### config.mk
export PLATFORM = sky130hd
export DESIGN_NAME = gmd_fifo
export DESIGN_NICKNAME = d
export VERILOG_FILES = /design/src/hw/rtl/gmd_pkg.sv /design/src/hw/rtl/gmd_fifo.sv
export VERILOG_INCLUDE_DIRS = /design/src /design/src/hw/rtl
export SDC_FILE = /design/constraint.sdc
export NUM_CORES = 1
export LEC_CHECK = 0
export BUFFER_PORTS_ARGS = -buffer_cell sky130_fd_sc_hd__buf_2
export CORE_MARGIN = 2
export CORE_UTILIZATION = 55
export CTS_CLUSTER_SIZE = 25
export DETAILED_ROUTE_END_ITERATION = 10
export GPL_TIMING_DRIVEN = 0
export HOLD_SLACK_MARGIN = 0.12
export PLACE_DENSITY = 0.77
export SYNTH_ARGS = -nofsm -noshare
export SYNTH_HDL_FRONTEND = slang
export SYNTH_SLANG_ARGS = --single-unit
### constraint.sdc
create_clock -name clk_i -period 2.1 [get_ports clk_i]
set_input_delay 0.21 -clock clk_i [delete_from_list [all_inputs] [get_ports clk_i]]
set_output_delay 0.21 -clock clk_i [all_outputs]
set_load 0.05 [all_outputs]
### src/hw/rtl/assert_macros.svh
// ----------------------------------------------------------------------------
// Assertion macros
// Shared concurrent assertion forms, clocked on clk_i and held off in reset.
// ----------------------------------------------------------------------------
`ifndef ASSERT_MACROS_SVH
`define ASSERT_MACROS_SVH

// The expression holds at every clock edge outside reset.
`define ASSERT_ALWAYS(label, expr, msg) \
  label: assert property (@(posedge clk_i) disable iff (!rst_ni) (expr)) \
    else $error(msg);

// Whenever the antecedent holds, the consequent holds in the same cycle.
`define ASSERT_IMPLIES(label, ante, cons, msg) \
  label: assert property (@(posedge clk_i) disable iff (!rst_ni) (ante) |-> (cons)) \
    else $error(msg);

// Whenever the antecedent holds, the consequent holds in the next cycle.
`define ASSERT_NEXT(label, ante, cons, msg) \
  label: assert property (@(posedge clk_i) disable iff (!rst_ni) (ante) |=> (cons)) \
    else $error(msg);

`endif

### src/hw/rtl/gmd_pkg.sv
// ----------------------------------------------------------------------------
// gmd_pkg
// Types, constants and helpers of the greedy minimum-distance code builder.
// ----------------------------------------------------------------------------
package gmd_pkg;

  localparam int MaxWordLen = 32;
  localparam int CodeDepth  = 256;
  localparam int SymW       = 8;
  localparam int LenW       = 6;
  localparam int PosW       = $clog2(MaxWordLen);
  localparam int CntW       = $clog2(CodeDepth + 1);
  localparam int IdxW       = $clog2(CodeDepth);
  localparam int RowW       = MaxWordLen * SymW;
  localparam int FifoDepth  = 4;
  localparam int FifoPtrW   = $clog2(FifoDepth);
  localparam int FifoCntW   = $clog2(FifoDepth + 1);
  localparam int OutDataW   = 24;

  localparam logic OP_CLEAR  = 1'b0;
  localparam logic OP_SYMBOL = 1'b1;

  localparam logic CFG_MIN_DIST = 1'b0;
  localparam logic CFG_WORD_LEN = 1'b1;

  typedef enum logic {
    KIND_CLEAR,
    KIND_SYMBOL
  } kind_e;

  typedef enum logic [1:0] {
    ST_IDLE,
    ST_WALK,
    ST_FINISH
  } back_state_e;

  typedef struct packed {
    logic [LenW-1:0] min_dist;
    logic [LenW-1:0] word_len;
  } cfg_t;

  typedef struct packed {
    kind_e           kind;
    logic [SymW-1:0] sym;
    logic [PosW-1:0] pos;
    logic            last;
  } q_entry_t;

  function automatic logic [LenW-1:0] eff_len(input logic [LenW-1:0] wl);
    logic [LenW-1:0] n;
    n = wl;
    if (n == '0) begin
      n = LenW'(1);
    end else if (n > LenW'(MaxWordLen)) begin
      n = LenW'(MaxWordLen);
    end
    return n;
  endfunction

endpackage

### src/hw/rtl/gmd_fifo.sv
// ----------------------------------------------------------------------------
// gmd_fifo
// Short command queue between the front and the back.
// ----------------------------------------------------------------------------
`include "assert_macros.svh"

module gmd_fifo
  import gmd_pkg::*;
(
  input  logic     clk_i,
  input  logic     rst_ni,
  input  logic     push_i,
  input  q_entry_t data_i,
  output logic     full_o,
  output logic     valid_o,
  output q_entry_t data_o,
  input  logic     pop_i
);

  q_entry_t              store_q [FifoDepth];
  logic [FifoPtrW-1:0]   wr_ptr_q, rd_ptr_q;
  logic [FifoCntW-1:0]   level_q;
  logic                  do_push, do_pop;

  assign full_o  = (level_q == FifoCntW'(FifoDepth));
  assign valid_o = (level_q != '0);
  assign data_o  = store_q[rd_ptr_q];
  assign do_push = push_i && !full_o;
  assign do_pop  = pop_i && valid_o;

  always_ff @(posedge clk_i) begin
    if (do_push) begin
      store_q[wr_ptr_q] <= data_i;
    end
  end

  always_ff @(posedge clk_i or negedge rst_ni) begin
    if (!rst_ni) begin
      wr_ptr_q <= '0;
      rd_ptr_q <= '0;
      level_q  <= '0;
    end else begin
      if (do_push) begin
        wr_ptr_q <= wr_ptr_q + FifoPtrW'(1);
      end
      if (do_pop) begin
        rd_ptr_q <= rd_ptr_q + FifoPtrW'(1);
      end
      if (do_push && !do_pop) begin
        level_q <= level_q + FifoCntW'(1);
      end else if (do_pop && !do_push) begin
        level_q <= level_q - FifoCntW'(1);
      end
    end
  end

  `ASSERT_ALWAYS(a_level_bound, level_q <= FifoCntW'(FifoDepth), "queue level overflow")
  `ASSERT_NEXT(a_push_lands, do_push && !do_pop, valid_o, "pushed entry not visible")

endmodule

**Word-level counts from Yosys, hierarchy flattened**

Memory sizes are Yosys's and may differ from the RTL's.
Cells that the tools add are included.

- Multiplexer cells: 4
- Equal/unequal tests: 1
- Add/sub/neg operators: 4
- Reductions and logical operators: 9

Operator list:

| cell | count |
|---|---|
| two-way mux 3 bit | 2 |
| adder 2 x 1 -> 2 bit (second input constant) | 2 |
| logical AND 1 bit | 4 |
| adder 3 x 1 -> 3 bit (second input constant) | 1 |
| equality test 3 bit (second input constant) | 1 |
| logical NOT 1 bit | 3 |
| nonzero test 3 bit | 1 |
| subtractor 3 x 1 -> 3 bit (second input constant) | 1 |
| two-way mux 1 bit | 2 |
| nonzero test 2 bit | 1 |

- Input port bits: 19
- Register bits: 7
- Output and inout port bits: 17
- Word-level logic and storage cells: 22
- Bits in writable memories: 60
- Memories: 1

Memories:

| memory | depth | bits a word | read ports | clocked after memory_dff | wr ports | line | text |
|---|---|---|---|---|---|---|---|
| store_q | 4 | 15 | 1 | 0 | 1 | gmd_fifo.sv:20 | `q_entry_t store_q [FifoDepth];` |

**Logic depth before layout (Yosys ltp)**

- Depth after elaboration: 7
- Depth in mapped cells: 9
- Gate-level depth less buffers: 8

**Least setup slack after synthesis**

OpenSTA, ideal clock, no wires.

- Path type: register to register
- Start point: reg level_q[1]
- End point: reg level_q[1]
- Arrival time: 2118 ps
- Setup time: 125 ps
- Period minus slack after synthesis: 2243 ps
- Required time: 1975 ps
- Setup slack: -143 ps
- Buffers on the path: 1
- Cell stages (with the launch flop): 8
- Cells stage by stage: dfrtp_1 nor3b_4 nor2b_2 buf_6 ha_1 inv_1 fa_1 mux2_2

- Longest elaborated chain between the ends: 6
- Elaborated cells between the ends (all ways): 14
- Classes of those cells: add/sub: 2; eq/ne: 1; mux: 2; reduce/logical: 9

Ends and longest elaborated chain:

| element | line | text |
|---|---|---|
| start: declaration | gmd_fifo.sv:22 | `logic [FifoCntW-1:0] level_q;` |
| start signal: assignment | gmd_fifo.sv:50 | `level_q <= level_q + FifoCntW'(1);` |
| start signal: assignment | gmd_fifo.sv:52 | `level_q <= level_q - FifoCntW'(1);` |
| equality test 3 bit (*) | gmd_fifo.sv:25 | `assign full_o = (level_q == FifoCntW'(FifoDepth));` |
| named net full_o | gmd_fifo.sv:14 | `output logic full_o,` |
| logical NOT 1 bit (*) | gmd_fifo.sv:28 | `assign do_push = push_i && !full_o;` |
| logical AND 1 bit (*) | gmd_fifo.sv:28 |  |
| named net do_push | gmd_fifo.sv:23 | `logic do_push, do_pop;` |
| logical NOT 1 bit | gmd_fifo.sv:51 | `end else if (do_pop && !do_push) begin` |
| logical AND 1 bit | gmd_fifo.sv:51 |  |
| nonzero test 2 bit (no source line) | n/a |  |

Mark *: on every way through the listed nets, which the timed path passes. The rest lies on a longest branch. The select of a mux whose other input is x is not followed.
A chain may end at the register's enable or synchronous reset.

**Worst setup path after layout**

- Start point: reg level_q[0]
- End point: reg level_q[1]

- Longest elaborated chain between the ends: 6
- Elaborated cells between the ends (all ways): 14
- Classes of those cells: add/sub: 2; eq/ne: 1; mux: 2; reduce/logical: 9

Ends and longest elaborated chain:

| element | line |
|---|---|
| equality test 3 bit (*) | gmd_fifo.sv:25 |
| logical NOT 1 bit (*) | gmd_fifo.sv:28 |
| logical AND 1 bit (*) | gmd_fifo.sv:28 |
| named net do_push | gmd_fifo.sv:23 |
| logical NOT 1 bit | gmd_fifo.sv:51 |
| logical AND 1 bit | gmd_fifo.sv:51 |
| nonzero test 2 bit (no source line) | n/a |

Marks and branches as above.

==> metrics <==
status=complete, no violations; Max clock buf depth=2; FFs w/ async S/R, synth=about a tenth; DR vias=around 1300; post-synth top area cell=edfxtp_1; Worst Setup Start Kind=register; CP Max Fanout=7; Power Total=between 0.005 and 0.006 W; total core area=4661 µm²; top post-synthesis cells by count=edfxtp_1 (60), mux4_2 (11), dfrtp_1 (7); hold path cells=3; Final setup viols=0; WP data required=2.31 ns; max_cap viols=0; # IOs=36; Fin Setup TNS=0 ns; delay-heaviest family, CP=adder cells; # diodes=0; Post-Synthesis Mean Instance Area=23.13 µm²; wire per inst=between 15 and 20 µm; Crit path depth=8; Syn Inst Count=around 110; Pleak=approximately 1.2 nW; Detail Route Antenna Nets=0; PD cells=1552 nW/µm²; minimum clock period=about 2.0 ns; First-pass DRT Iterations=4; Die W=about 73 µm; unrepaired setup endpoints after global routing=no; FMAX=around 500 MHz; top cells by area, synth=edfxtp_1 (68%), mux4_2 (9.4%), dfrtp_1 (6.6%), mux4_1 (4.0%), ha_1 (2.4%); Fin Clk Skew=about 0.0055 ns; worst r2r path cells=8; post-DP HPWL=2730 µm; mapped cell area=roughly 2600 µm²; clk_lat worst skew=around 0.32 ns; WP buf/inv=3; largest net degree at the start of global routing=16; Post-layout nets=206; Crit. End Element=register; initial antenna violation count=0; HP Class=input port to register; synthesized flop and latch total=67; Clock Pin Slew Worst Setup and Hold Paths=about 0.070 ns; worst hold margin=about 0.18 ns; CTS Root Buffer Type=clkbuf_8; Sink Count=67; die height=roughly 73 µm; top cell type's share of synthesized area=slightly below 70%; worst slew pin tran=between 0.4 and 0.5 ns; CTS tree=done; first-pass GRT wire length=between 6000 and 7000 µm; Yosys cell types=21; YS warnings=0; gpl congestion=0.7020; share of post-route cells with drive strength above 1=45.70%; Post-Route WL=4469 µm; CTS Buf Count=9; period utilization=a little over nine tenths; worst relative slew slack=between 70% and 80%; post-synthesis sequential area ratio=about 75%; main flop type after synthesis=edfxtp_1; dpl cells=203; DRC errors left=0; Worst Path Arrival=approximately 2.2 ns; num rows=25; H-Tree Depth=3; gr ovfl total=0; crit-path cells=buf_4, nor3b_4, nor2b_2, buf_6, ha_4, inv_2, fa_2, mux2_4; P&R area growth vs syn=25.11%; aggregate global-route resource usage=18.37%; Mapped Nets=around 140; die area=roughly 5400 µm²; DRT iter0 DRCs=85; Worst path slowest cell=dfrtp_2; Crit Path Class=register to register; Reg2Reg Setup Slack=0.11 ns; Initial Utilization=between 50% and 60%; Non-Filler Instances=240; crit-path max cell delay=0.43 ns; Slew Limit Fails=0; Via density=5.350; number of synthesized flops with an enable pin=60; Final Hold Viols=0; count leader, synth=edfxtp_1; vias in the first global route=about 1400; Port Buffers=35; Peak VDD IR=approximately 830 µV
[timing repair]
item                                   CTS  global route
gates cloned                             0             0
endpoints found under the hold margin   67             0
buffers inserted                         0             5
setup endpoints to repair                1             1
pin swaps                                0             2
gates resized for setup                  2             2
hold buffers                            16             0
[worst register-to-register path, cell delays in order, from the launching register on]
cell	delay, ns
dfrtp_2	0.43
buf_4	0.15
nor3b_4	0.20
nor2b_2	0.06
buf_6	0.14
ha_4	0.16
inv_2	0.06
fa_2	0.41
mux2_4	0.28
[cell families (layout without fill, tap and decap cells)]
kind of cell	Yosys count	in the layout	share of synthesized area, %
buffers and inverters	8	80	2.420
DFF	67	67	74.99
and+or+nand+nor	10	10	3.085
muxes	17	17	14.38
adders and majority gates	6	6	3.132
xor gates and xnor gates	6	6	1.993
[state kept, by name (all words and copies together), names as in the netlist]
signal / cells
rd_ptr_q: 2
store_q: 60
wr_ptr_q: 2
level_q: 3
[cell type report]
cell class,instances,area [µm²]
Fill cell,304,1363
Timing Repair Buffer,56,372.9
Tap cell,54,67.56
Inverter,3,11.26
Clock buffer,10,137.6
Sequential cell,67,1979
Buffer,5,52.55
Clock inverter,6,55.05
Multi-Input combinational cell,39,621.8
[worst paths after layout]
kind / end / start
setup / recovery: level_q[1]$_DFFE_PN0P_ / level_q[0]$_DFFE_PN0P_
hold / removal: rd_ptr_q[0]$_DFFE_PN0P_ / pop_i
setup reg to reg: level_q[1]$_DFFE_PN0P_ / level_q[0]$_DFFE_PN0P_
hold reg to reg: level_q[2]$_DFFE_PN0P_ / level_q[2]$_DFFE_PN0P_
max in group asynchronous: level_q[0]$_DFFE_PN0P_ / rst_ni
min in group asynchronous: level_q[1]$_DFFE_PN0P_ / rst_ni
[power by group]
group	total (W)	internal, W	switching (W)
registers	0.00190	0.00179	0.000109
logic	0.00219	0.000814	0.00138
clock network	0.00103	0.000569	0.000457
total	0.00512	0.00317	0.00195
[metrics by stage]
step	instance area (µm²)	utilization [%]	worst slack (ns)
after detailed placement	2897	62.15	-0.05418
after CTS	3253	69.80	0.008704
after global placement	2897	62.15	-0.001728
after floorplan	2654	-	-0.06862
after global routing	3298	70.77	0.01117
final	3298	70.77	0.1074
[routing by layer]
metal | up-vias | part of all wire (%) | wire [µm] | track usage [%]
li1 | 591 | - | - | -
met1 | 665 | 40 | 1792 | 22.00
met2 | 26 | 56 | 2520 | 31.53
met3 | 2 | 3.2 | 142 | 4.972
met4 | 0 | 0.29 | 13 | 7.407
met5 | - | 0 | 0 | 0
[cells in the final DEF, fill, tap and decap left out, types with 2 or more instances in the layout]
master,n
clkbuf_8,10
buf_6,2
buf_2,37
dfrtp_2,2
ha_1,4
dlygate4sd3_1,16
xnor2_1,4
clkinv_2,2
edfxtp_1,60
and2_2,4
mux4_2,11
inv_1,2
clkinv_1,2
buf_4,5
mux4_1,4
dfrtp_1,5
xor2_1,2
mux2_4,2
Note: power is estimated with default switching activity, not from simulation.
