**config.mk**
```make
export PLATFORM = sky130hd
export DESIGN_NAME = gmd_front
export DESIGN_NICKNAME = d
export VERILOG_FILES = /design/src/hw/rtl/assert_macros.svh /design/src/hw/rtl/gmd_pkg.sv /design/src/hw/rtl/gmd_front.sv
export SDC_FILE = /design/constraint.sdc
export NUM_CORES = 1
export LEC_CHECK = 0
export ABC_AREA = 1
export BUFFER_PORTS_ARGS = -buffer_cell sky130_fd_sc_hd__buf_2
export CAP_MARGIN = 0
export CORE_MARGIN = 1.5
export CORE_UTILIZATION = 25
export DETAILED_ROUTE_END_ITERATION = 8
export MAX_ROUTING_LAYER = met4
export PLACE_DENSITY = 0.58
export SYNTH_ARGS = -nofsm -noshare
export SYNTH_HDL_FRONTEND = slang
export SYNTH_SLANG_ARGS = --single-unit
export TNS_END_PERCENT = 50
```
**constraint.sdc**
```tcl
create_clock -name clk_i -period 2.6 [get_ports clk_i]
set_clock_uncertainty 0.1 [all_clocks]
set_input_delay 0.39 -clock clk_i [delete_from_list [all_inputs] [get_ports clk_i]]
set_output_delay 0.39 -clock clk_i [all_outputs]
set_load 0.005 [all_outputs]
```
**src/hw/rtl/assert_macros.svh**
```systemverilog
// ----------------------------------------------------------------------------
// Assertion macros
// Shared concurrent assertion forms, clocked on clk_i and held off in reset.
// ----------------------------------------------------------------------------
`ifndef ASSERT_MACROS_SVH
`define ASSERT_MACROS_SVH

// The expression holds at every clock edge outside reset.
`define ASSERT_ALWAYS(label, expr, msg) \
  label: assert property (@(posedge clk_i) disable iff (!rst_ni) (expr)) \
    else $error(msg);

// Whenever the antecedent holds, the consequent holds in the same cycle.
`define ASSERT_IMPLIES(label, ante, cons, msg) \
  label: assert property (@(posedge clk_i) disable iff (!rst_ni) (ante) |-> (cons)) \
    else $error(msg);

// Whenever the antecedent holds, the consequent holds in the next cycle.
`define ASSERT_NEXT(label, ante, cons, msg) \
  label: assert property (@(posedge clk_i) disable iff (!rst_ni) (ante) |=> (cons)) \
    else $error(msg);

`endif

```
**src/hw/rtl/gmd_pkg.sv**
```systemverilog
// ----------------------------------------------------------------------------
// gmd_pkg
// Types, constants and helpers of the greedy minimum-distance code builder.
// ----------------------------------------------------------------------------
package gmd_pkg;

  localparam int MaxWordLen = 32;
  localparam int CodeDepth  = 256;
  localparam int SymW       = 8;
  localparam int LenW       = 6;
  localparam int PosW       = $clog2(MaxWordLen);
  localparam int CntW       = $clog2(CodeDepth + 1);
  localparam int IdxW       = $clog2(CodeDepth);
  localparam int RowW       = MaxWordLen * SymW;
  localparam int FifoDepth  = 4;
  localparam int FifoPtrW   = $clog2(FifoDepth);
  localparam int FifoCntW   = $clog2(FifoDepth + 1);
  localparam int OutDataW   = 24;

  localparam logic OP_CLEAR  = 1'b0;
  localparam logic OP_SYMBOL = 1'b1;

  localparam logic CFG_MIN_DIST = 1'b0;
  localparam logic CFG_WORD_LEN = 1'b1;

  typedef enum logic {
    KIND_CLEAR,
    KIND_SYMBOL
  } kind_e;

  typedef enum logic [1:0] {
    ST_IDLE,
    ST_WALK,
    ST_FINISH
  } back_state_e;

  typedef struct packed {
    logic [LenW-1:0] min_dist;
    logic [LenW-1:0] word_len;
  } cfg_t;

  typedef struct packed {
    kind_e           kind;
    logic [SymW-1:0] sym;
    logic [PosW-1:0] pos;
    logic            last;
  } q_entry_t;

  function automatic logic [LenW-1:0] eff_len(input logic [LenW-1:0] wl);
    logic [LenW-1:0] n;
    n = wl;
    if (n == '0) begin
      n = LenW'(1);
    end else if (n > LenW'(MaxWordLen)) begin
      n = LenW'(MaxWordLen);
    end
    return n;
  endfunction

endpackage

```
**src/hw/rtl/gmd_front.sv**
```systemverilog
// ----------------------------------------------------------------------------
// gmd_front
// Accepts input beats, tracks the symbol position and tags each queued
// command as a clear or as a symbol, marking the symbol that ends a word.
// ----------------------------------------------------------------------------
module gmd_front
  import gmd_pkg::*;
(
  input  logic            clk_i,
  input  logic            rst_ni,
  input  cfg_t            cfg_i,
  input  logic            s_axis_tvalid,
  output logic            s_axis_tready,
  input  logic [SymW-1:0] s_axis_tdata,  // symbol[7:0]
  input  logic            s_axis_tuser,  // operation[0]
  output logic            push_o,
  output q_entry_t        entry_o,
  input  logic            full_i
);

  logic [LenW-1:0] pos_q, pos_d;
  logic [LenW-1:0] len;
  logic [LenW-1:0] pos_inc;
  logic            take;

  assign len           = eff_len(cfg_i.word_len);
  assign s_axis_tready = !full_i;
  assign take          = s_axis_tvalid && !full_i;
  assign pos_inc       = pos_q + LenW'(1);

  always_comb begin
    pos_d         = pos_q;
    entry_o.kind  = KIND_CLEAR;
    entry_o.sym   = s_axis_tdata;
    entry_o.pos   = pos_q[PosW-1:0];
    entry_o.last  = 1'b0;
    if (s_axis_tuser == OP_CLEAR) begin
      entry_o.kind = KIND_CLEAR;
    end else begin
      entry_o.kind = KIND_SYMBOL;
      entry_o.last = (pos_inc >= len);
    end
    if (take) begin
      if (entry_o.kind == KIND_CLEAR || entry_o.last) begin
        pos_d = '0;
      end else begin
        pos_d = pos_inc;
      end
    end
  end

  assign push_o = take;

  always_ff @(posedge clk_i or negedge rst_ni) begin
    if (!rst_ni) begin
      pos_q <= '0;
    end else begin
      pos_q <= pos_d;
    end
  end

endmodule

```
* Word-level counts from Yosys, hierarchy flattened
Index checks and enable logic that the tools add are counted.
Storage, ports and cells: flip-flop bits (word level) 6, latch bits 0, memory bits (writable) 0, ROM bits 0, input bits 25, output and inout port bits 17, word-level logic and storage cells 14, memories kept 0
Operators by class: add/sub/neg operators 1, $mul 0, divide/modulo/power cells 0, order comparisons 2, eq/ne operators 0, shift operators 0, mux-type cells 5, bitwise operators 1, reductions and logical operators 4
Operators by type and width (number):
- two-way mux 6 bit | 3
- adder 6 x 1 -> 6 bit (second input constant) | 1
- greater-or-equal comparator 6 bit | 1
- > comparator 6 bit (second input constant) | 1
- logical NOT 6 bit | 1
- two-way mux 1 bit | 2
- logical AND 1 bit | 1
- logical NOT 1 bit | 1
- logical OR 1 bit | 1
- NOT 1 bit | 1

* Logic depth before layout (Yosys ltp)
Gate-level depths: netlist of run 1.
word-level depth 7, gate-level depth with buffers 13, gate-level depth less buffers 13

* Worst setup path after synthesis of run 1
Ideal clock, no wire load.
path type reg-to-output, start register pos_q[0], end output port entry_o[0] in the netlist's numbering, arrival time 1581 ps, data required time 2110 ps, slack 529 ps, stages on the path, launching flop included 9, path buffers 0, cells stage by stage dfrtp_1 > ha_1 > nand3_1 > xnor2_2 > ha_1 > nand2_1 > nor2_1 > nand2_1 > a21oi_1
RTL lines:
- start, declared | RTL line gmd_front.sv:21 | logic [LenW-1:0] pos_q, pos_d;
- start signal, assigned | RTL line gmd_front.sv:58 | pos_q <= pos_d;
- end, declared | RTL line gmd_front.sv:17 | output q_entry_t entry_o,

==> results of run 1 <==
==> metrics by stage <==
step / power, W / TNS [ns] / hold slack (ns) / cell area [µm²]
2_1_floorplan: 0.000198 / 0 / -0.00559 / 679
3_3_place_gp: 0.000219 / 0 / 0.112 / 714
3_5_place_dp: 0.000223 / 0 / 0.123 / 714
4_1_cts: 0.000313 / 0 / 0.369 / 747
5_1_grt: 0.000339 / -0.00200 / 0.398 / 759
6_report: 0.000309 / 0 / 0.373 / 759
==> how the worst max path moves through the flow <==
stage,to,slack [ns],cells after the start
2_1_floorplan,entry_o[0],0.53,8
3_3_place_gp,entry_o[0],0.41,9
3_5_place_dp,entry_o[0],0.36,9
4_1_cts,entry_o[0],0.09,9
5_1_grt,entry_o[0],-0.002,11
6_report,entry_o[0],0.18,9
==> cell usage after synthesis, drive strengths merged <==
library cell	number	area, µm²
xnor2	2	25.0
nand4	1	6.26
nand3	4	25.0
a21oi	3	22.5
or2	1	6.26
dfrtp	6	150
nor3	1	5.00
o21ai	6	30.0
nor2	4	17.5
ha	7	87.6
nand2	38	150
inv	13	48.8
buf	14	105
==> cell type report <==
| cell class | instances | area, µm² | share of cell area [%] |
|---|---|---|---|
| Sequential cell | 6 | 155 | 20.4 |
| Timing Repair Buffer | 22 | 120 | 15.8 |
| Inverter | 13 | 48.8 | 6.43 |
| Multi-Input combinational cell | 67 | 375 | 49.4 |
| Tap cell | 30 | 37.5 | 4.94 |
| Clock buffer | 3 | 22.5 | 2.97 |
==> logic make-up (layout without fill, tap and decap cells) <==
logic type | Yosys count | after routing | synth area share (%)
AND/OR/NAND/NOR | 49 | 49 | 30.9
adder cells (fa/ha/maj) | 7 | 7 | 12.9
buffers and inverters | 27 | 38 | 22.7
AO/OA/AOI/OAI | 9 | 9 | 7.73
flip-flops | 6 | 6 | 22.1
XOR/XNOR | 2 | 2 | 3.68
==> cells in the final DEF, fill, tap and decap left out <==
master,netlist,routed
nand2_1,37,37
buf_2,0,19
inv_1,9,9
ha_1,7,7
o21ai_1,5,5
inv_2,4,4
dfrtp_2,0,4
nand3_1,3,3
nor2_1,3,3
clkbuf_4,0,3
a21oi_2,2,2
buf_4,14,2
dfrtp_1,6,2
xnor2_2,1,1
nor2_2,1,1
nand3_2,1,1
nor3_1,1,1
o21ai_0,1,1
xnor2_1,1,1
nand4_1,1,1
a21oi_1,1,1
nand2_4,1,1
or2_1,1,1
dlygate4sd3_1,0,1
==> worst reg2reg max path, cell delays in order (launching register included) <==
cell     delay (ns)
dfrtp_2        0.44
ha_1           0.22
nand3_1        0.13
xnor2_2        0.14
ha_1           0.26
nand2_1        0.09
inv_2          0.04
a21oi_2        0.16
nand3_1        0.20
o21ai_1        0.18
==> what timing repair did <==
action,in CTS,in global routing
setup endpoints to repair,0,1
hold buffers,1,0
hold endpoints to repair,6,0
buffers inserted,0,1
resized for setup,0,4
==> where the power goes <==
group / total (W) / internal (W) / switching, W
clock network: 0.0000850 / 0.0000521 / 0.0000329
logic: 0.000111 / 0.0000484 / 0.0000623
registers: 0.000114 / 0.000102 / 0.0000111
==> routing by layer <==
layer	global-route usage, %	up-vias
li1	-	324
met1	10.4	261
met2	17.3	14
met3	1.08	5
met4	6.91	0
met5	-	-
==> results.ini, run 1 <==
[outcome]
status=completed

[worst_setup_path]
crit_start=pos_q[1]
path_cells=ha_1 -> nand3_1 -> xnor2_2 -> ha_1 -> nand2_1 -> nor2_1 -> nand2_1 -> a21oi_1 -> buf_2
reg2regPathDepth=9
reg2reg_to=pos_q[2]
required_ns=2.11
path_delay_family=adder cells
slowest_delay_ns=0.41
slowest_stage=dfrtp_2
rr_startpoint=pos_q[1]
cp.arrival_ns=1.93
reg2reg_slack_ns=0.57
path_buf_inv=1
worst-setup-path-type=reg -> out
crit_fanout=6
start_kind=flip-flop
worstSetupEndpointType=output pin

[cts]
cts-root-buf=clkbuf_4
clk_latency_ns=0.24
cts.sinks=6
clk_path_buf_depth=2
cts_tree=done
cts_inserted_buffers=3
htreeDepth=1
path_clk_slew_ns=0.04

[sta]
worst_pin_slew_ns=0.223
slew_viol_final=0
fmax_ghz=0.414
period_minus_slack_ns=2.42
final_hold_viol_count=0
setup_violations=0
layout_setup_ws_ns=0.182
slew_headroom_pct=85.1
period_share_pct=93.0

[yosys]
ys_warn_count=0
synth_fp_nets=132
ys_seq_elements=6
synth_area_um2=679
avgSynthCellArea_um2=6.79
syn-instance-count=100
synth_cell_types=20
yosysSeqAreaShare_pct=22.1

[pwr]
peakVddDrop_mv=0.257
powerDensity_nw_per_um2=407
p_leak_nw=0.428

[worst_hold_path]
hp-class=in -> reg
holdPathEnd=pos_q[5]
hold_depth=4
min-delay-start=s_axis_tvalid

[global_routing]
antenna_found_initial=0
grt_max_degree=10
grt.overflow.total=0
grt_pass1_wl_um=2040
grt_pass1_vias=520
track_usage_pct=9.89

[detailed_routing]
wl_met2_um=641
vias_per_cell=4.28
drt_iter0_drc=10
dr.pass1.iters=4
wire_per_inst_um=9.62
met1_length_um=592
ant_nets=0
top_layer=met4
num_vias=604
routed_wl_um=1360
wl_met3_um=94
drcViolationCount=0

[cells_and_area]
syn2layout_area_growth_pct=11.8
largest_registers=pos_q (6)
largest_register_ffs=6
regMostFlops=pos_q
drive_above_1_share_pct=34.2
fin_cells=141
antenna_cells=0
nFillCells=286
final_util_pct=30.1
fin_nets=145

[floorplanning]
chipWidth_um=55.1
rows=18
die-area_um2=3040
core_area_um2=2520
io_pins=42
die_h_um=55.1
start_util_pct=26.9

[place]
gp_congestion=0.747
place_inst=136
place_ws_ns=0.356
io_buffers=19
hpwl_um=1140

[run]
maxCapViolations=0

Note: power is estimated with default switching activity, not from simulation.
==> run 2, diff against run 1 <==
--- a/constraint.sdc
+++ b/constraint.sdc
@@ -3,3 +3,3 @@
 set_input_delay 0.39 -clock clk_i [delete_from_list [all_inputs] [get_ports clk_i]]
 set_output_delay 0.39 -clock clk_i [all_outputs]
-set_load 0.005 [all_outputs]
+set_load 0.02 [all_outputs]
==> run 2 against run 1 <==
Against the previous run: clock power is essentially flat; cell count up 0.71%; die area unchanged; count of clock-buffer cells in the layout is the same; setup slack got worse by 0.035 ns; flip-flop and latch count did not move; register-to-register slack got worse by 0.04 ns; final area rose by 1.8%.
==> results.ini, run 2 (synthesized netlist as in run 1, its figures left out) <==
[sta]
fin_tns_setup_ns=0  ; unchanged
worst_pin_slew_ns=0.223  ; +0.0000981 ns
final_hold_viol_count=0  ; unchanged
period_minus_slack_ns=2.45  ; +0.0349 ns
slew_viol_final=0  ; unchanged
period_share_pct=94.4  ; +1.3 points
setup_violations=0  ; unchanged
slew_headroom_pct=85.1  ; about the same
fmax_ghz=0.408  ; -1.4%
holdWs_ns=0.373  ; -0.000539 ns

[worst_setup_path]
worstSetupEndpointType=output pin
reg2regPathDepth=9  ; unchanged
worst-setup-path-type=reg -> out
crit_fanout=6  ; unchanged
rr_startpoint=pos_q[1]
start_kind=flip-flop
required_ns=2.11  ; about the same
cp.arrival_ns=1.96  ; +0.03 ns
reg2reg_to=pos_q[2]
reg2reg_slack_ns=0.53  ; -0.04 ns

[place]
io_buffers=19  ; unchanged
gp_congestion=0.747  ; unchanged
hpwl_um=1140  ; unchanged
dpl_cell_area_um2=714  ; unchanged

[floorplanning]
io_pins=42  ; unchanged
core_area_um2=2520  ; unchanged
start_util_pct=26.9  ; unchanged
die_h_um=55.1  ; unchanged
die-area_um2=3040  ; unchanged
rows=18  ; unchanged
chipWidth_um=55.1  ; unchanged

[outcome]
status=completed

[worst_hold_path]
hold_depth=4  ; unchanged
min-delay-start=s_axis_tvalid
hp-class=in -> reg
holdPathEnd=pos_q[5]

[global_routing]
antenna_found_initial=0  ; unchanged
grt_max_degree=10  ; unchanged
grt.overflow.total=0  ; unchanged
grt_pass1_wl_um=2040  ; unchanged
grt_pass1_vias=520  ; unchanged
track_usage_pct=9.89  ; unchanged

[detailed_routing]
routed_wl_um=1360  ; about the same
wl_met3_um=94  ; unchanged
vias_per_cell=4.30  ; +0.28%
drt_iter0_drc=11  ; +1
wl_met2_um=644  ; +0.47%
num_vias=610  ; +0.99%
top_layer=met4
drcViolationCount=0  ; unchanged
dr.pass1.iters=4  ; unchanged
ant_nets=0  ; unchanged
wire_per_inst_um=9.56  ; -0.63%
met1_length_um=590  ; -0.34%

[cells_and_area]
regMostFlops=pos_q
drive_above_1_share_pct=35.7  ; +1.5 points
final_util_pct=30.7  ; +0.55 points
fin_nets=146  ; +0.69%
layout_commonest_cell=nand2_1
final_cell_mix=nand2_1, buf_2, inv_1
antenna_cells=0  ; unchanged
final_area_um2=773  ; +1.8%
largest_registers=pos_q (6)
largest_register_ffs=6  ; unchanged
syn2layout_area_growth_pct=13.8

[pwr]
p_leak_nw=0.433  ; +1.3%
intPower_w=0.000205  ; +0.79%
peakVddDrop_mv=0.266  ; +3.2%
powerDensity_nw_per_um2=421  ; +3.3%
pwr-share-seq_pct=34.9  ; -1.8 points
clockPowerShare_pct=26.1  ; -1.4 points
netSwitchingPower_w=0.000121  ; +14%
fin_total_pwr_w=0.000325  ; +5.2%
p_sw_share_pct=37.1  ; +2.7 points
comb_power_share_pct=39.0  ; +3.2 points

[cts]
clk_latency_ns=0.24  ; about the same
cts_tree=done
cts-root-buf=clkbuf_4
path_clk_slew_ns=0.04  ; about the same
clk_path_buf_depth=2  ; unchanged
cts_inserted_buffers=3  ; unchanged
htreeDepth=1  ; unchanged
cts.sinks=6  ; unchanged

[run]
maxCapViolations=0  ; unchanged

run 2: cell types whose count changed in the layout (fill, tap and decap cells not counted):
cell / delta
buf_4: +2
a21oi_1: -1
a21oi_2: +1
buf_2: -1
run 2: worst max-delay path by stage:
stage / startpoint / to / cells past startpoint
after detailed placement: pos_q[1] / entry_o[0] / 9
after global routing: pos_q[1] / entry_o[0] / 9
final: pos_q[1] / entry_o[0] / 9
after floorplan: pos_q[0] / entry_o[0] / 8
after CTS: pos_q[1] / entry_o[0] / 9
after global placement: pos_q[1] / entry_o[0] / 9
run 2: layout make-up:
cell class | instances | area, µm²
fillers | 284 | 1750
multi-input cells | 67 | 379
flip-flops and latches | 6 | 155
repair buffers | 23 | 130
inverters | 13 | 48.8
well taps | 30 | 37.5
clock buffers | 3 | 22.5
run 2: through the flow:
step | setup slack [ns] | instances
after floorplan | 0.320 | 100
final | 0.147 | 142
after global placement | 0.356 | 136
after detailed placement | 0.304 | 136
after CTS | 0.0368 | 140
after global routing | -0.00809 | 142
run 2: power by group through the flow:
stage	combinational (W)	clock (W)	sequential, W
2_1_floorplan	0.000106	0	0.000115
3_3_place_gp	0.000120	0	0.000113
6_report	0.000127	0.0000850	0.000114
4_1_cts	0.000125	0.0000900	0.000112
5_1_grt	0.000144	0.0000977	0.000114
3_5_place_dp	0.000124	0	0.000113
run 2: critical path: stages (launching register included):
cell and delay, ns:
dfrtp_2 0.41, ha_1 0.19, nand3_1 0.12, xnor2_2 0.17, ha_1 0.28, nand2_1 0.07, nor2_1 0.10, nand2_1 0.10
a21oi_2 0.13, buf_4 0.15
run 2: timing repair:
action                                  4_1_cts  5_1_grt
endpoints found under the setup margin        0        1
resized for setup                             0        6
buffers inserted                              0        2
hold buffers                                  1        0
endpoints found under the hold margin         6        0
run 2: routing by layer:
| metal | GRT usage [%] | vias up |
|---|---|---|
| met3 | 1.08 | 5 |
| met4 | 6.91 | 0 |
| met5 | - | - |
| met2 | 17.3 | 14 |
| li1 | - | 327 |
| met1 | 10.4 | 264 |
==> run 3, diff against run 2 <==
CORE_ASPECT_RATIO = 1.4   (was not set)
==> run 3 against run 2 <==
Against the previous run: utilization fell by 0.081 points; worst hold slack gained 0.015 ns; non-clock buffer count is 3 higher; final area up 3.4%; combinational power up 7%; clock power about the same; die area up 0.15%; sequential share of layout area shrank 0.66 points; via count is 2.8% higher; critical endpoint unchanged; setup slack worse by 0.027 ns; register-to-register slack hardly changed.
==> results.ini, run 3 (synthesized netlist as in run 1, its figures left out) <==
[worst_setup_path]
cp.depth=9  ; unchanged
worstSetupEndpointType=output pin
rr_startpoint=pos_q[1]
path_delay_family=adder cells
worstSetupEndpoint=entry_o[0]
path_cells=ha_1 -> nand3_1 -> xnor2_2 -> ha_1 -> nand2_1 -> nor2_1 -> nand2_1 -> a21oi_1 -> buf_4
reg2reg_slack_ns=0.53  ; about the same
reg2regPathDepth=9  ; unchanged
crit_start=pos_q[1]
slowest_delay_ns=0.39  ; -0.02 ns
worst-setup-path-type=reg -> out
reg2reg_to=pos_q[2]
path_buf_inv=1  ; unchanged
slowest_stage=dfrtp_2
start_kind=flip-flop
cp.arrival_ns=1.99  ; +0.03 ns
required_ns=2.11  ; about the same
crit_fanout=5  ; -1

[global_routing]
grt_max_degree=10  ; unchanged
track_usage_pct=9.85  ; -0.038 points
grt.overflow.total=0  ; unchanged
grt_pass1_wl_um=2240  ; +9.8%
grt_pass1_vias=597  ; +15%
antenna_found_initial=0  ; unchanged

[detailed_routing]
num_vias=627  ; +2.8%
drcViolationCount=0  ; unchanged
wire_per_inst_um=9.57  ; about the same
routed_wl_um=1450  ; +6.4%
vias_per_cell=4.15  ; -3.3%
dr.pass1.iters=3  ; -1
drt_iter0_drc=2  ; -9
ant_nets=0  ; unchanged

[cells_and_area]
layout_commonest_cell=nand2_1
regMostFlops=pos_q
nFillCells=308  ; +8.5%
syn2layout_area_growth_pct=17.7
antenna_cells=0  ; unchanged
fin_cells=151  ; +6.3%
multi_input_area_um2=375  ; -0.99%
seqCellArea_um2=155  ; unchanged
largest_registers=pos_q (6)
final_util_pct=30.6  ; -0.081 points
final_cell_mix=nand2_1, buf_2, inv_1
largest_register_ffs=6  ; unchanged
drive_above_1_share_pct=36.5  ; +0.81 points
fin_nets=149  ; +2.1%

[worst_hold_path]
hp-class=in -> reg
min-delay-start=s_axis_tvalid

[pwr]
p_leak_nw=0.449  ; +3.7%
fin_total_pwr_w=0.000332  ; +1.9%
peakVddDrop_mv=0.164  ; -38%
powerDensity_nw_per_um2=415  ; -1.5%

[floorplanning]
die_h_um=64.7  ; +17%
start_util_pct=26.0  ; -0.95 points
core_area_um2=2620  ; +3.7%
io_pins=42  ; unchanged
chipWidth_um=47.1  ; -15%
die-area_um2=3040  ; +0.15%
rows=22  ; +4

[run]
maxCapViolations=0  ; unchanged

[sta]
fmax_ghz=0.403  ; -1.1%
period_minus_slack_ns=2.48  ; +0.0271 ns
worst_pin_slew_ns=0.232  ; +0.00912 ns
final_hold_viol_count=0  ; unchanged
period_share_pct=95.4  ; +1.0 points
fin_tns_setup_ns=0  ; unchanged
slew_headroom_pct=84.5  ; -0.61 points
slew_viol_final=0  ; unchanged
setup_violations=0  ; unchanged

[cts]
htreeDepth=1  ; unchanged
cts_inserted_buffers=3  ; unchanged
clk_latency_ns=0.24  ; about the same
path_clk_slew_ns=0.05  ; about the same
cts_tree=done
clk_path_buf_depth=2  ; unchanged
cts.sinks=6  ; unchanged
cts-root-buf=clkbuf_4

[place]
io_buffers=19  ; unchanged
gp_congestion=0.854  ; +14%
place_inst=142  ; +4.4%
hpwl_um=1170  ; +2.1%

[outcome]
status=completed

run 3: worst min path at each step:
stage	to	depth (start not counted)
floorplan	pos_q[0]	0
global placement	pos_q[2]	1
detailed placement	pos_q[2]	1
CTS	pos_q[5]	4
global route	pos_q[5]	2
finish	pos_q[5]	4
run 3: layer usage:
metal | global-route usage, % | share of wire [%] | vias up
li1 | - | - | 328
met1 | 10.2 | 38 | 280
met2 | 18.2 | 56 | 15
met3 | 1.11 | 3.7 | 4
met4 | 3.13 | 2.5 | 0
met5 | - | 0 | -
run 3: cell type report:
class | count | share of cell area, %
clock buffer | 3 | 2.82
inverter | 13 | 6.10
multi-input combinational | 67 | 46.9
sequential | 6 | 19.4
tap | 36 | 5.63
timing repair buffer | 26 | 19.1
run 3: what timing repair did:
| action | CTS | global route |
|---|---|---|
| buffers inserted | 0 | 5 |
| endpoints found under the hold margin | 6 | 0 |
| hold buffers | 1 | 0 |
| endpoints found under the setup margin | 0 | 1 |
| gates resized for setup | 0 | 5 |
run 3: metrics by stage:
| step | area, µm² | setup WS [ns] | hold WS [ns] |
|---|---|---|---|
| final | 800 | 0.120 | 0.388 |
| after global routing | 800 | -0.0146 | 0.408 |
| after global placement | 722 | 0.321 | 0.115 |
| after CTS | 754 | 0.0193 | 0.390 |
| after floorplan | 679 | 0.320 | -0.00559 |
| after detailed placement | 722 | 0.276 | 0.118 |
run 3: tightest hold or removal path, stage by stage:
cell     delay [ns]
buf_2          0.10
nand2_4        0.08
nand2_1        0.07
nand2_1        0.05
run 3: report_power, final:
part / switching (W) / total, W / internal [W]
combinational: 0.0000808 / 0.000136 / 0.0000550
clock: 0.0000328 / 0.0000850 / 0.0000522
sequential: 0.00000823 / 0.000111 / 0.000102
total: 0.000122 / 0.000332 / 0.000210
